`src/hw/rtl/mna_pkg.sv`:
```
`default_nettype none

package mna_pkg;

   // result field widths
   localparam int NUM_BITS  = 46;
   localparam int DEN_BITS  = 23;

   // bits of the multiplier operand taken per multiply step
   localparam int MUL_DIGIT = 8;

   // operation selector codes
   localparam logic [1:0] FUNC_CONV = 2'd0;
   localparam logic [1:0] FUNC_ADD  = 2'd1;
   localparam logic [1:0] FUNC_MUL  = 2'd2;
   localparam logic [1:0] FUNC_NONE = 2'd3;

   // multiply-accumulate operations: acc = a * b + c
   typedef enum logic [2:0] {
      MOP_CONV = 3'd0,  // wa * da + na  -> numerator
      MOP_DEN  = 3'd1,  // da * db       -> denominator
      MOP_NADB = 3'd2,  // na * db       -> temp
      MOP_DANB = 3'd3,  // da * nb + tmp -> temp
      MOP_SUM  = 3'd4,  // (wa + wb) * den + tmp -> numerator
      MOP_IA   = 3'd5,  // wa * da + na  -> temp
      MOP_IB   = 3'd6,  // wb * db + nb  -> temp2
      MOP_PROD = 3'd7   // temp * temp2  -> numerator
   } mop_type;

   typedef struct packed {
      logic    capture;
      logic    red_start;
      logic    gcd_step;
      logic    div_load;
      logic    div_step;
      logic    mul_load;
      logic    mul_step;
      logic    mul_write;
      logic    out_load;
      mop_type op;
   } cmd_type;

   typedef struct packed {
      logic       gcd_done;
      logic       div_error;
      logic       mul_zero;
      logic [1:0] func;
   } status_type;

endpackage

`default_nettype wire

```
`src/hw/rtl/mna_if.sv`:
```
`default_nettype none

interface mna_req_if #(
   parameter int OPERAND_BITS = 12
) ();
   logic                           valid;
   logic                           ready;
   logic [1:0]                     func;
   logic signed [OPERAND_BITS-1:0] whole_a;
   logic signed [OPERAND_BITS-1:0] num_a;
   logic signed [OPERAND_BITS-1:0] den_a;
   logic signed [OPERAND_BITS-1:0] whole_b;
   logic signed [OPERAND_BITS-1:0] num_b;
   logic signed [OPERAND_BITS-1:0] den_b;

   modport source (
      output valid, func, whole_a, num_a, den_a, whole_b, num_b, den_b,
      input  ready
   );
   modport sink (
      input  valid, func, whole_a, num_a, den_a, whole_b, num_b, den_b,
      output ready
   );
endinterface

interface mna_rsp_if ();
   import mna_pkg::*;
   logic                       valid;
   logic                       ready;
   logic signed [NUM_BITS-1:0] result_num;
   logic [DEN_BITS-1:0]        result_den;
   logic                       div_error;

   modport source (
      output valid, result_num, result_den, div_error,
      input  ready
   );
   modport sink (
      input  valid, result_num, result_den, div_error,
      output ready
   );
endinterface

`default_nettype wire

```
`src/hw/rtl/mixed_number_add_multiply.sv`:
```
`default_nettype none

// Mixed number convert / add / multiply. Each request beat carries two mixed
// numbers (whole, numerator, denominator) and a selector; each one gives
// exactly one response beat with an improper fraction result_num/result_den:
// operand A alone, the sum or the product, or zeros for the unused selector.
// Each operand's fraction is first reduced by the gcd of |num| and |den|,
// with the sign moved onto the numerator; sum and product are not reduced
// again, and the numerator wraps at 46 bits, the denominator at 23. Zero over
// zero in either operand gives div_error with zeros. Items are worked one at
// a time: req ready is high only while the controller is idle, but a finished
// response sits in its own output register, so the next request is taken
// while it waits. The operands go through a binary gcd loop (one shift or
// subtract-and-shift per cycle, both operands in parallel), then through
// OPERAND_BITS restoring division steps, one per cycle, then through one
// shared multiply-accumulate unit taking 8 multiplier bits a cycle, up to 6
// digits; convert uses one multiply, add and multiply use four, the unused
// selector none. An operand that is zero over zero skips the division and
// the multiplies.

module mixed_number_add_multiply #(
   parameter int OPERAND_BITS = 12
) (
   input  wire logic  clock,
   input  wire logic  reset,
   mna_req_if.sink    req_bus,
   mna_rsp_if.source  rsp_bus
);
   import mna_pkg::*;

   // command and status between sequencer and datapath
   cmd_type    cmd;
   status_type status;

   // sequencer: gcd, division, multiply ops and output handshake
   mna_ctrl #(.OPERAND_BITS(OPERAND_BITS)) u_ctrl (
      .clock     (clock),
      .reset     (reset),
      .req_valid (req_bus.valid),
      .req_ready (req_bus.ready),
      .rsp_valid (rsp_bus.valid),
      .rsp_ready (rsp_bus.ready),
      .status    (status),
      .cmd       (cmd)
   );

   // datapath: captured beat, two reduce lanes, multiplier, output register
   mna_datapath #(.OPERAND_BITS(OPERAND_BITS)) u_dp (
      .clock      (clock),
      .reset      (reset),
      .cmd        (cmd),
      .status     (status),
      .func       (req_bus.func),
      .whole_a    (req_bus.whole_a),
      .num_a      (req_bus.num_a),
      .den_a      (req_bus.den_a),
      .whole_b    (req_bus.whole_b),
      .num_b      (req_bus.num_b),
      .den_b      (req_bus.den_b),
      .result_num (rsp_bus.result_num),
      .result_den (rsp_bus.result_den),
      .div_error  (rsp_bus.div_error)
   );

endmodule

`default_nettype wire

```
`src/hw/rtl/mna_reduce.sv`:
```
`default_nettype none

module mna_reduce #(
   parameter int OPERAND_BITS = 12
) (
   input  wire logic                           clock,
   input  wire logic                           reset,
   input  wire logic                           start,
   input  wire logic                           gcd_step,
   input  wire logic                           div_load,
   input  wire logic                           div_step,
   input  wire logic signed [OPERAND_BITS-1:0] num_in,
   input  wire logic signed [OPERAND_BITS-1:0] den_in,
   output logic                                gcd_done,
   output logic                                zero_gcd,
   output logic signed [OPERAND_BITS:0]        num_out,
   output logic [OPERAND_BITS-1:0]             den_out
);
   import mna_pkg::*;

   localparam int N  = OPERAND_BITS;
   localparam int KW = $clog2(N);

   logic [N-1:0]  mag_num, mag_den;
   logic [N-1:0]  x_ff, x_in, y_ff, y_in, g_ff, g_in;
   logic [KW-1:0] k_ff, k_in;
   logic          done_ff, done_in;
   logic          neg_ff;
   logic [N-1:0]  qn_ff, qd_ff;
   logic [N:0]    rn_ff, rd_ff;
   logic [2*N:0]  n_iter, d_iter;
   logic [N:0]    qn_ext;

   // one restoring division step: {remainder, quotient}
   function automatic logic [2*N:0] div_iter(input logic [N:0] rem,
                                             input logic [N-1:0] q,
                                             input logic [N-1:0] d);
      logic [N:0] sh;
      sh = {rem[N-1:0], q[N-1]};
      if (sh >= {1'b0, d}) begin
         return {sh - {1'b0, d}, q[N-2:0], 1'b1};
      end else begin
         return {sh, q[N-2:0], 1'b0};
      end
   endfunction

   assign mag_num = num_in[N-1] ? -num_in : num_in;
   assign mag_den = den_in[N-1] ? -den_in : den_in;

   // binary gcd, one shift or subtract-and-shift per step
   always_comb begin
      x_in    = x_ff;
      y_in    = y_ff;
      k_in    = k_ff;
      g_in    = g_ff;
      done_in = done_ff;
      if (start) begin
         x_in    = mag_num;
         y_in    = mag_den;
         k_in    = '0;
         done_in = 1'b0;
      end else if (gcd_step && !done_ff) begin
         if (x_ff == '0 || y_ff == '0) begin
            g_in    = (x_ff | y_ff) << k_ff;
            done_in = 1'b1;
         end else if (!x_ff[0] && !y_ff[0]) begin
            x_in = x_ff >> 1;
            y_in = y_ff >> 1;
            k_in = k_ff + 1'b1;
         end else if (!x_ff[0]) begin
            x_in = x_ff >> 1;
         end else if (!y_ff[0]) begin
            y_in = y_ff >> 1;
         end else if (x_ff >= y_ff) begin
            x_in = (x_ff - y_ff) >> 1;
         end else begin
            y_in = (y_ff - x_ff) >> 1;
         end
      end
   end

   always_ff @(posedge clock) begin
      if (reset) begin
         done_ff <= 1'b0;
      end else begin
         done_ff <= done_in;
      end
   end

   always_ff @(posedge clock) begin
      x_ff <= x_in;
      y_ff <= y_in;
      k_ff <= k_in;
      g_ff <= g_in;
      if (start) begin
         neg_ff <= num_in[N-1] ^ den_in[N-1];
      end
   end

   assign n_iter = div_iter(rn_ff, qn_ff, g_ff);
   assign d_iter = div_iter(rd_ff, qd_ff, g_ff);

   // numerator and denominator divided by the gcd side by side
   always_ff @(posedge clock) begin
      if (div_load) begin
         qn_ff <= mag_num;
         rn_ff <= '0;
         qd_ff <= mag_den;
         rd_ff <= '0;
      end else if (div_step) begin
         rn_ff <= n_iter[2*N:N];
         qn_ff <= n_iter[N-1:0];
         rd_ff <= d_iter[2*N:N];
         qd_ff <= d_iter[N-1:0];
      end
   end

   assign qn_ext   = {1'b0, qn_ff};
   assign num_out  = neg_ff ? -qn_ext : qn_ext;
   assign den_out  = qd_ff;
   assign gcd_done = done_ff;
   assign zero_gcd = (g_ff == '0);

endmodule

`default_nettype wire

```
`src/hw/rtl/mna_mul.sv`:
```
`default_nettype none

module mna_mul (
   input  wire logic                          clock,
   input  wire logic                          load,
   input  wire logic                          step,
   input  wire logic [mna_pkg::NUM_BITS-1:0]  a_in,
   input  wire logic [mna_pkg::NUM_BITS-1:0]  b_in,
   input  wire logic [mna_pkg::NUM_BITS-1:0]  c_in,
   output logic [mna_pkg::NUM_BITS-1:0]       acc,
   output logic                               b_zero
);
   import mna_pkg::*;

   logic [NUM_BITS-1:0] a_ff, b_ff, acc_ff, part;

   // multiplicand times the low digit of the shrinking multiplier
   assign part = a_ff * {{(NUM_BITS-MUL_DIGIT){1'b0}}, b_ff[MUL_DIGIT-1:0]};

   always_ff @(posedge clock) begin
      if (load) begin
         a_ff   <= a_in;
         b_ff   <= b_in;
         acc_ff <= c_in;
      end else if (step) begin
         a_ff   <= a_ff << MUL_DIGIT;
         b_ff   <= b_ff >> MUL_DIGIT;
         acc_ff <= acc_ff + part;
      end
   end

   assign acc    = acc_ff;
   assign b_zero = (b_ff == '0);

endmodule

`default_nettype wire

```
`src/hw/rtl/mna_datapath.sv`:
```
`default_nettype none

module mna_datapath #(
   parameter int OPERAND_BITS = 12
) (
   input  wire logic                           clock,
   input  wire logic                           reset,
   input  wire mna_pkg::cmd_type               cmd,
   output mna_pkg::status_type                 status,
   input  wire logic [1:0]                     func,
   input  wire logic signed [OPERAND_BITS-1:0] whole_a,
   input  wire logic signed [OPERAND_BITS-1:0] num_a,
   input  wire logic signed [OPERAND_BITS-1:0] den_a,
   input  wire logic signed [OPERAND_BITS-1:0] whole_b,
   input  wire logic signed [OPERAND_BITS-1:0] num_b,
   input  wire logic signed [OPERAND_BITS-1:0] den_b,
   output logic signed [mna_pkg::NUM_BITS-1:0] result_num,
   output logic [mna_pkg::DEN_BITS-1:0]        result_den,
   output logic                                div_error
);
   import mna_pkg::*;

   localparam int N = OPERAND_BITS;

   logic [1:0]          func_ff;
   logic signed [N-1:0] wa_ff, wb_ff, na_raw_ff, da_raw_ff, nb_raw_ff, db_raw_ff;
   logic signed [N:0]   na, nb;
   logic [N-1:0]        da, db;
   logic                done_a, done_b, zero_a, zero_b;
   logic [NUM_BITS-1:0] wa_x, wb_x, na_x, nb_x, da_x, db_x, sum_w;
   logic [NUM_BITS-1:0] den_ff, tmp_ff, tmp2_ff, num_ff;
   logic [NUM_BITS-1:0] mul_a, mul_b, mul_c, mul_acc;
   logic                mul_zero;
   logic signed [NUM_BITS-1:0] out_num_ff;
   logic [DEN_BITS-1:0] out_den_ff;
   logic                out_err_ff;

   always_ff @(posedge clock) begin
      if (cmd.capture) begin
         func_ff   <= func;
         wa_ff     <= whole_a;
         na_raw_ff <= num_a;
         da_raw_ff <= den_a;
         wb_ff     <= whole_b;
         nb_raw_ff <= num_b;
         db_raw_ff <= den_b;
      end
   end

   mna_reduce #(.OPERAND_BITS(N)) u_red_a (
      .clock    (clock),
      .reset    (reset),
      .start    (cmd.red_start),
      .gcd_step (cmd.gcd_step),
      .div_load (cmd.div_load),
      .div_step (cmd.div_step),
      .num_in   (na_raw_ff),
      .den_in   (da_raw_ff),
      .gcd_done (done_a),
      .zero_gcd (zero_a),
      .num_out  (na),
      .den_out  (da)
   );

   mna_reduce #(.OPERAND_BITS(N)) u_red_b (
      .clock    (clock),
      .reset    (reset),
      .start    (cmd.red_start),
      .gcd_step (cmd.gcd_step),
      .div_load (cmd.div_load),
      .div_step (cmd.div_step),
      .num_in   (nb_raw_ff),
      .den_in   (db_raw_ff),
      .gcd_done (done_b),
      .zero_gcd (zero_b),
      .num_out  (nb),
      .den_out  (db)
   );

   // everything below wraps modulo two to the result width
   assign wa_x  = NUM_BITS'(wa_ff);
   assign wb_x  = NUM_BITS'(wb_ff);
   assign na_x  = NUM_BITS'(na);
   assign nb_x  = NUM_BITS'(nb);
   assign da_x  = NUM_BITS'(da);
   assign db_x  = NUM_BITS'(db);
   assign sum_w = wa_x + wb_x;

   always_comb begin
      case (cmd.op)
         MOP_CONV: begin mul_a = wa_x;   mul_b = da_x;    mul_c = na_x;   end
         MOP_DEN:  begin mul_a = da_x;   mul_b = db_x;    mul_c = '0;     end
         MOP_NADB: begin mul_a = na_x;   mul_b = db_x;    mul_c = '0;     end
         MOP_DANB: begin mul_a = da_x;   mul_b = nb_x;    mul_c = tmp_ff; end
         MOP_SUM:  begin mul_a = sum_w;  mul_b = den_ff;  mul_c = tmp_ff; end
         MOP_IA:   begin mul_a = wa_x;   mul_b = da_x;    mul_c = na_x;   end
         MOP_IB:   begin mul_a = wb_x;   mul_b = db_x;    mul_c = nb_x;   end
         MOP_PROD: begin mul_a = tmp_ff; mul_b = tmp2_ff; mul_c = '0;     end
         default:  begin mul_a = '0;     mul_b = '0;      mul_c = '0;     end
      endcase
   end

   mna_mul u_mul (
      .clock  (clock),
      .load   (cmd.mul_load),
      .step   (cmd.mul_step),
      .a_in   (mul_a),
      .b_in   (mul_b),
      .c_in   (mul_c),
      .acc    (mul_acc),
      .b_zero (mul_zero)
   );

   always_ff @(posedge clock) begin
      if (cmd.mul_write) begin
         case (cmd.op)
            MOP_CONV, MOP_SUM, MOP_PROD: num_ff  <= mul_acc;
            MOP_DEN:                     den_ff  <= mul_acc;
            MOP_NADB, MOP_DANB, MOP_IA:  tmp_ff  <= mul_acc;
            MOP_IB:                      tmp2_ff <= mul_acc;
            default:                     num_ff  <= mul_acc;
         endcase
      end
   end

   // output register, loaded when the previous beat is gone
   always_ff @(posedge clock) begin
      if (cmd.out_load) begin
         if (zero_a || zero_b) begin
            out_num_ff <= '0;
            out_den_ff <= '0;
            out_err_ff <= 1'b1;
         end else begin
            out_err_ff <= 1'b0;
            case (func_ff)
               FUNC_CONV: begin
                  out_num_ff <= num_ff;
                  out_den_ff <= DEN_BITS'(da);
               end
               FUNC_ADD, FUNC_MUL: begin
                  out_num_ff <= num_ff;
                  out_den_ff <= den_ff[DEN_BITS-1:0];
               end
               default: begin
                  out_num_ff <= '0;
                  out_den_ff <= '0;
               end
            endcase
         end
      end
   end

   assign result_num       = out_num_ff;
   assign result_den       = out_den_ff;
   assign div_error        = out_err_ff;

   assign status.gcd_done  = done_a & done_b;
   assign status.div_error = zero_a | zero_b;
   assign status.mul_zero  = mul_zero;
   assign status.func      = func_ff;

endmodule

`default_nettype wire

```
`src/hw/rtl/mna_ctrl.sv`:
```
`default_nettype none

module mna_ctrl #(
   parameter int OPERAND_BITS = 12
) (
   input  wire logic                clock,
   input  wire logic                reset,
   input  wire logic                req_valid,
   output logic                     req_ready,
   output logic                     rsp_valid,
   input  wire logic                rsp_ready,
   input  wire mna_pkg::status_type status,
   output mna_pkg::cmd_type         cmd
);
   import mna_pkg::*;

   localparam int         N           = OPERAND_BITS;
   localparam int         CW          = $clog2(N);
   localparam logic [1:0] LAST_OP_IDX = 2'd3;

   typedef enum logic [7:0] {
      S_IDLE   = 8'b0000_0001,
      S_START  = 8'b0000_0010,
      S_GCD    = 8'b0000_0100,
      S_DIVLD  = 8'b0000_1000,
      S_DIV    = 8'b0001_0000,
      S_MULLD  = 8'b0010_0000,
      S_MULRUN = 8'b0100_0000,
      S_FINISH = 8'b1000_0000
   } state_type;

   state_type     state_ff, state_in;
   logic [CW-1:0] cnt_ff, cnt_in;
   logic [1:0]    idx_ff, idx_in;
   logic          valid_ff, valid_in;
   mop_type       cur_op;
   logic          last_op;

   function automatic mop_type op_of(input logic [1:0] f, input logic [1:0] idx);
      mop_type op;
      case (f)
         FUNC_CONV: op = MOP_CONV;
         FUNC_ADD: begin
            case (idx)
               2'd0:    op = MOP_DEN;
               2'd1:    op = MOP_NADB;
               2'd2:    op = MOP_DANB;
               default: op = MOP_SUM;
            endcase
         end
         default: begin
            case (idx)
               2'd0:    op = MOP_DEN;
               2'd1:    op = MOP_IA;
               2'd2:    op = MOP_IB;
               default: op = MOP_PROD;
            endcase
         end
      endcase
      return op;
   endfunction

   assign cur_op  = op_of(status.func, idx_ff);
   assign last_op = (status.func == FUNC_CONV) || (idx_ff == LAST_OP_IDX);

   always_comb begin
      state_in  = state_ff;
      cnt_in    = cnt_ff;
      idx_in    = idx_ff;
      valid_in  = valid_ff;
      req_ready = 1'b0;
      cmd       = '0;
      cmd.op    = cur_op;
      if (valid_ff && rsp_ready) begin
         valid_in = 1'b0;
      end
      case (state_ff)
         S_IDLE: begin
            req_ready = 1'b1;
            if (req_valid) begin
               cmd.capture = 1'b1;
               state_in    = S_START;
            end
         end
         S_START: begin
            cmd.red_start = 1'b1;
            state_in      = S_GCD;
         end
         S_GCD: begin
            cmd.gcd_step = 1'b1;
            if (status.gcd_done) begin
               state_in = status.div_error ? S_FINISH : S_DIVLD;
            end
         end
         S_DIVLD: begin
            cmd.div_load = 1'b1;
            cnt_in       = '0;
            state_in     = S_DIV;
         end
         S_DIV: begin
            cmd.div_step = 1'b1;
            cnt_in       = cnt_ff + 1'b1;
            if (cnt_ff == CW'(N - 1)) begin
               idx_in   = '0;
               state_in = (status.func == FUNC_NONE) ? S_FINISH : S_MULLD;
            end
         end
         S_MULLD: begin
            cmd.mul_load = 1'b1;
            state_in     = S_MULRUN;
         end
         S_MULRUN: begin
            if (status.mul_zero) begin
               cmd.mul_write = 1'b1;
               idx_in        = idx_ff + 1'b1;
               state_in      = last_op ? S_FINISH : S_MULLD;
            end else begin
               cmd.mul_step = 1'b1;
            end
         end
         S_FINISH: begin
            if (!valid_ff || rsp_ready) begin
               cmd.out_load = 1'b1;
               valid_in     = 1'b1;
               state_in     = S_IDLE;
            end
         end
         default: begin
            state_in = S_IDLE;
         end
      endcase
   end

   always_ff @(posedge clock) begin
      if (reset) begin
         state_ff <= S_IDLE;
         valid_ff <= 1'b0;
         cnt_ff   <= '0;
         idx_ff   <= '0;
      end else begin
         state_ff <= state_in;
         valid_ff <= valid_in;
         cnt_ff   <= cnt_in;
         idx_ff   <= idx_in;
      end
   end

   assign rsp_valid = valid_ff;

endmodule

`default_nettype wire

```
`src/flat_wrapper.sv`:
```
// flat-port wrapper written by rule: the top's interface ports become plain ports
module mixed_number_add_multiply_flat import mna_pkg::*;
#(
   parameter int OPERAND_BITS = 12
)
  (clock, reset, req_bus_valid, req_bus_func, req_bus_whole_a, req_bus_num_a, req_bus_den_a, req_bus_whole_b, req_bus_num_b, req_bus_den_b, req_bus_ready, rsp_bus_valid, rsp_bus_result_num, rsp_bus_result_den, rsp_bus_div_error, rsp_bus_ready);
  mna_req_if #(.OPERAND_BITS(OPERAND_BITS)) req_bus_i ();
  mna_rsp_if rsp_bus_i ();
  input  wire logic clock;
  input  wire logic reset;
  input wire logic [$bits(req_bus_i.valid)-1:0] req_bus_valid;
  input wire logic [$bits(req_bus_i.func)-1:0] req_bus_func;
  input wire logic [$bits(req_bus_i.whole_a)-1:0] req_bus_whole_a;
  input wire logic [$bits(req_bus_i.num_a)-1:0] req_bus_num_a;
  input wire logic [$bits(req_bus_i.den_a)-1:0] req_bus_den_a;
  input wire logic [$bits(req_bus_i.whole_b)-1:0] req_bus_whole_b;
  input wire logic [$bits(req_bus_i.num_b)-1:0] req_bus_num_b;
  input wire logic [$bits(req_bus_i.den_b)-1:0] req_bus_den_b;
  output wire logic [$bits(req_bus_i.ready)-1:0] req_bus_ready;
  output wire logic [$bits(rsp_bus_i.valid)-1:0] rsp_bus_valid;
  output wire logic [$bits(rsp_bus_i.result_num)-1:0] rsp_bus_result_num;
  output wire logic [$bits(rsp_bus_i.result_den)-1:0] rsp_bus_result_den;
  output wire logic [$bits(rsp_bus_i.div_error)-1:0] rsp_bus_div_error;
  input wire logic [$bits(rsp_bus_i.ready)-1:0] rsp_bus_ready;
  assign req_bus_i.valid = req_bus_valid;
  assign req_bus_i.func = req_bus_func;
  assign req_bus_i.whole_a = req_bus_whole_a;
  assign req_bus_i.num_a = req_bus_num_a;
  assign req_bus_i.den_a = req_bus_den_a;
  assign req_bus_i.whole_b = req_bus_whole_b;
  assign req_bus_i.num_b = req_bus_num_b;
  assign req_bus_i.den_b = req_bus_den_b;
  assign req_bus_ready = req_bus_i.ready;
  assign rsp_bus_valid = rsp_bus_i.valid;
  assign rsp_bus_result_num = rsp_bus_i.result_num;
  assign rsp_bus_result_den = rsp_bus_i.result_den;
  assign rsp_bus_div_error = rsp_bus_i.div_error;
  assign rsp_bus_i.ready = rsp_bus_ready;
  mixed_number_add_multiply #(.OPERAND_BITS(OPERAND_BITS)) u_core (.clock(clock), .reset(reset), .req_bus(req_bus_i), .rsp_bus(rsp_bus_i));
endmodule
```
`config.mk`:
```
export PLATFORM = sky130hd
export DESIGN_NAME = mixed_number_add_multiply_flat
export DESIGN_NICKNAME = d
export VERILOG_FILES = /design/src/hw/rtl/mna_pkg.sv /design/src/hw/rtl/mna_if.sv /design/src/hw/rtl/mixed_number_add_multiply.sv /design/src/hw/rtl/mna_reduce.sv /design/src/hw/rtl/mna_mul.sv /design/src/hw/rtl/mna_datapath.sv /design/src/hw/rtl/mna_ctrl.sv /design/src/flat_wrapper.sv
export SDC_FILE = /design/constraint.sdc
export NUM_CORES = 2
export LEC_CHECK = 0
export ABC_AREA = 1
export BUFFER_PORTS_ARGS = -buffer_cell sky130_fd_sc_hd__buf_2
export CAP_MARGIN = 40
export CORE_UTILIZATION = 47
export DETAILED_ROUTE_END_ITERATION = 16
export SLEW_MARGIN = 20
export SYNTH_ARGS = -nofsm -noshare
export SYNTH_HDL_FRONTEND = slang
export SYNTH_HIERARCHICAL = 1
export SYNTH_SLANG_ARGS = --single-unit
```
`constraint.sdc`:
```
create_clock -name clock -period 9.5 [get_ports clock]
set_input_delay 1.9 -clock clock [delete_from_list [all_inputs] [get_ports clock]]
set_output_delay 1.9 -clock clock [all_outputs]
set_load 0.1 [all_outputs]
```
==> flow_summary.yaml <==
status:
  status: "completed"
synth:
  async_reset_ff_frac: 0
  synth_seq_cells: 661
  yosys.area.top_type: "edfxtp_1"
  synth.distinct_cells: 61
  yosys_warnings: 6
  synth_xor_area_frac: 0.01827
  yosys.area_share.simple: 0.2435
  yosysTopAreaCellShare: 0.3542
  syn_area_mm2: 0.04985
  syn_inst: 6122
  synth_edf_count: 588
  synth_mux_area_frac: 0.0004016
  ys.flop_type: "edfxtp_1"
  seq_area_frac_synth: 0.3835
  syn_nets: 6695
  synth_compound_area_frac: 0.07294
  netlist_top_cells_area: "edfxtp_1, nand2_1, fa_1"
  synth_top_family_by_area: "simple AND/OR/NAND/NOR gates"
  synthAdderAreaFrac: 0.1684
  syn_area_per_cell_um2: 8.142
place:
  hpwl_mm: 114.7
  place_congestion: 0.9992
  place_area_mm2: 0.05174
  io_buffers: 149
detailed_routing:
  wl_mm: 151.7
  postRouteAntennaNets: 0
  wl_per_cell_um: 19.92
  first_pass_iters: 6
  viasPerCell: 5.337
  drc_errors: 0
  vias: 40635
  drt_iter0_drc: 3700
clocking:
  cts_hold_buf: 0
  postCtsSetupBuffers: 0
  cts_buffer_depth: 3
  clk_pin_slew_ns: 0.06
  cts-root-buf: "clkbuf_16"
  cts.htree.levels: 3
  clock_latency_ns: 0.67
  cts.sinks: 661
  cts_buffers: 80
  ctsResizeCount: 0
  cts_tree: "built"
timing:
  fin_setup_tns_ns: 0
  skew_ns: 0.03208
  hold_viol: 0
  rsz0062_at_grt: "no"
  tightest_slew_ns: 0.9365
  period_minus_slack_ns: 5.257
  max_freq_mhz: 190.2
  slew_headroom: 0.3690
  slew_violations: 0
  setup_viol: 0
  fin_crit_sh: 0.5534
final_layout:
  multi_input_area_mm2: 0.02516
  final_area_mm2: 0.05464
  nNetsFinal: 6731
  num-fill-cells: 10107
  drive_gt1_frac: 0.08711
  area_growth_pct: 9.618
  seqCellArea_mm2: 0.01912
die:
  pin_count: 150
  dieHeight_um: 327.7
  dieArea_mm2: 0.1074
  start_util: 0.4735
  fp.coreArea_mm2: 0.1053
  die_w_um: 327.7
  rows: 119
worst_setup_path:
  rr_startpoint: "u_core/u_dp/u_mul/b_ff[1]"
  path_max_fanout: 47
  path_class: "flip-flop to flip-flop"
  setup.worst_path.end_class: "flip-flop"
  critPathLaunchType: "flip-flop"
  worstRegToRegCells: 24
  rr_endpoint: "u_core/u_dp/u_mul/acc[31]"
  worst-r2r-setup-slack_ns: 4.24
  crit_required_ns: 9.93
  arrival_ns: 5.69
hold_path:
  hold_end: "u_core/u_dp/u_red_b/rn_ff[6]"
  worstHoldStart: "u_core/u_dp/u_red_b/rn_ff[6]"
  whs_path_depth: 2
  hp-class: "flip-flop to flip-flop"
grt:
  grt_max_degree: 73
  grt_use_total: 0.2837
  grt_pass1_vias: 39844
  overflow: 0
  antenna_found_initial: 3
  grt_pass1_wl_mm: 234.5
power_and_ir_drop:
  p_leak_uw: 0.02617
  power_per_cell_area_mw_per_mm2: 139.3
  ir_drop_mv: 0.1492
flow_run:
  timing.max_cap.violations: 0
-- worst max path at each step --
stage	to	startpoint	cells past startpoint	slack [ns]
after floorplan	u_core/u_dp/da_raw_ff[0]	req_bus_valid	2	3.98
after global placement	u_core/u_dp/u_mul/acc[29]	u_core/u_dp/u_mul/b_ff[1]	21	4.35
after detailed placement	u_core/u_dp/u_mul/acc[31]	u_core/u_dp/u_mul/b_ff[1]	24	4.30
after CTS	u_core/u_dp/u_mul/acc[31]	u_core/u_dp/u_mul/b_ff[1]	24	4.28
after global routing	u_core/u_dp/u_mul/acc[31]	u_core/u_dp/u_mul/b_ff[1]	24	3.95
final	u_core/u_dp/u_mul/acc[31]	u_core/u_dp/u_mul/b_ff[1]	24	4.24
-- per-layer routing --
metal,global-route usage,part of all wire,vias to the layer above
met1,0.3962,0.44,19471
met5,0,0.00018,-
met3,0.04873,0.080,259
met2,0.4522,0.46,1509
met4,0.08157,0.027,4
li1,-,-,19392
-- worst max-delay path, cell delays in order (launching register included) --
cell and delay (ns):
edfxtp_1 0.32, buf_4 0.53, nand2_1 0.18, fa_1 0.56, inv_1 0.05, ha_1 0.29, ha_1 0.28, inv_1 0.05
fa_1 0.46, inv_1 0.07, ha_1 0.30, inv_1 0.14, fa_1 0.37, inv_1 0.17, nand3_1 0.11, nand2_2 0.15
nand2_1 0.08, nand2_2 0.15, inv_2 0.06, o21ai_2 0.23, nand2_1 0.18, nand2_1 0.10, nand2_1 0.05, nand3_1 0.07
nand2_1 0.06
-- per-stage QoR --
step | hold slack [ns] | utilization | total power, uW | instances | worst slack (ns)
global placement | 0.4624 | 0.4888 | 4368 | 7448 | 4.349
finish | 0.4675 | 0.5191 | 7613 | 7614 | 4.243
global route | 0.4879 | 0.5191 | 7890 | 7613 | 3.946
CTS | 0.4698 | 0.5181 | 7661 | 7608 | 4.280
detailed placement | 0.4602 | 0.4915 | 4382 | 7462 | 4.302
floorplan | 0.4449 | - | 4075 | 6122 | 3.975
-- state kept, by name, summed over array words and instances, names as in the netlist, 23 cells and up --
name / count
u_core/u_dp/u_mul/b_ff: 46
u_core/u_dp/result_num: 46
u_core/u_dp/num_ff: 46
u_core/u_dp/tmp_ff: 46
u_core/u_dp/u_mul/a_ff: 46
u_core/u_dp/result_den: 23
u_core/u_dp/u_mul/acc: 46
u_core/u_dp/tmp2_ff: 46
u_core/u_dp/den_ff: 46
-- placed cells by master (no fill, tap or decap), types with 7 or more instances in the layout --
master     count
bufinv_16     13
o21ai_1       39
nor4_1        16
fa_1         293
a21oi_2       24
buf_4         40
o21bai_1      17
or2_1          9
buf_2        149
xnor2_1       30
nand2_1     1752
or2_2         10
o21ai_0      179
nand4_1      147
ha_1         202
nor3_1        34
clkbuf_1      22
dfxtp_1       73
clkinv_2      10
a22oi_2        7
a21oi_1      256
nand2_4       12
a21o_1         8
a22oi_1       34
nand2_2       42
nor2_2        24
xor2_1        74
buf_16         9
nor2_4        10
clkinv_1       8
clkbuf_16     81
o211ai_1      30
nand3_1      279
inv_1       1135
inv_2         25
nand3_2       28
nand3b_1      23
nor2_1       400
edfxtp_1     588
-- Yosys cell counts, drive strengths merged (39+ instances only) --
cell type and number:
edfxtp 588, dfxtp 73, nor3 39, buf 117, o21ai 226, fa 293, xor2 74, a22oi 41
clkbuf 133, nand2 1806, nand3 312, inv 1161, nor2 437, a21oi 280, nand4 147, ha 202
-- logic make-up after synthesis --
kind of cell	Yosys count
multiplexers	2
flip-flops	661
adder cells (fa/ha/maj)	495
AND/OR/NAND/NOR	2809
AO/OA/AOI/OAI	630
buffers and inverters	1421
XOR/XNOR	104
-- final cells by class --
class,instances,share of cell area
multi-input combinational,4040,0.4605
sequential,661,0.3499
inverter,1171,0.08092
clock buffer,105,0.03911
tap,1391,0.03185
timing repair buffer,204,0.02560
clock inverter,41,0.01211
antenna,1,0.00004580
-- report_power, final --
part	internal [uW]	switching, uW
Combinational	317	688
Sequential	3250	77.8
Clock	1960	1310
Total	5530	2080
Power figures use the tool's default switching activity.
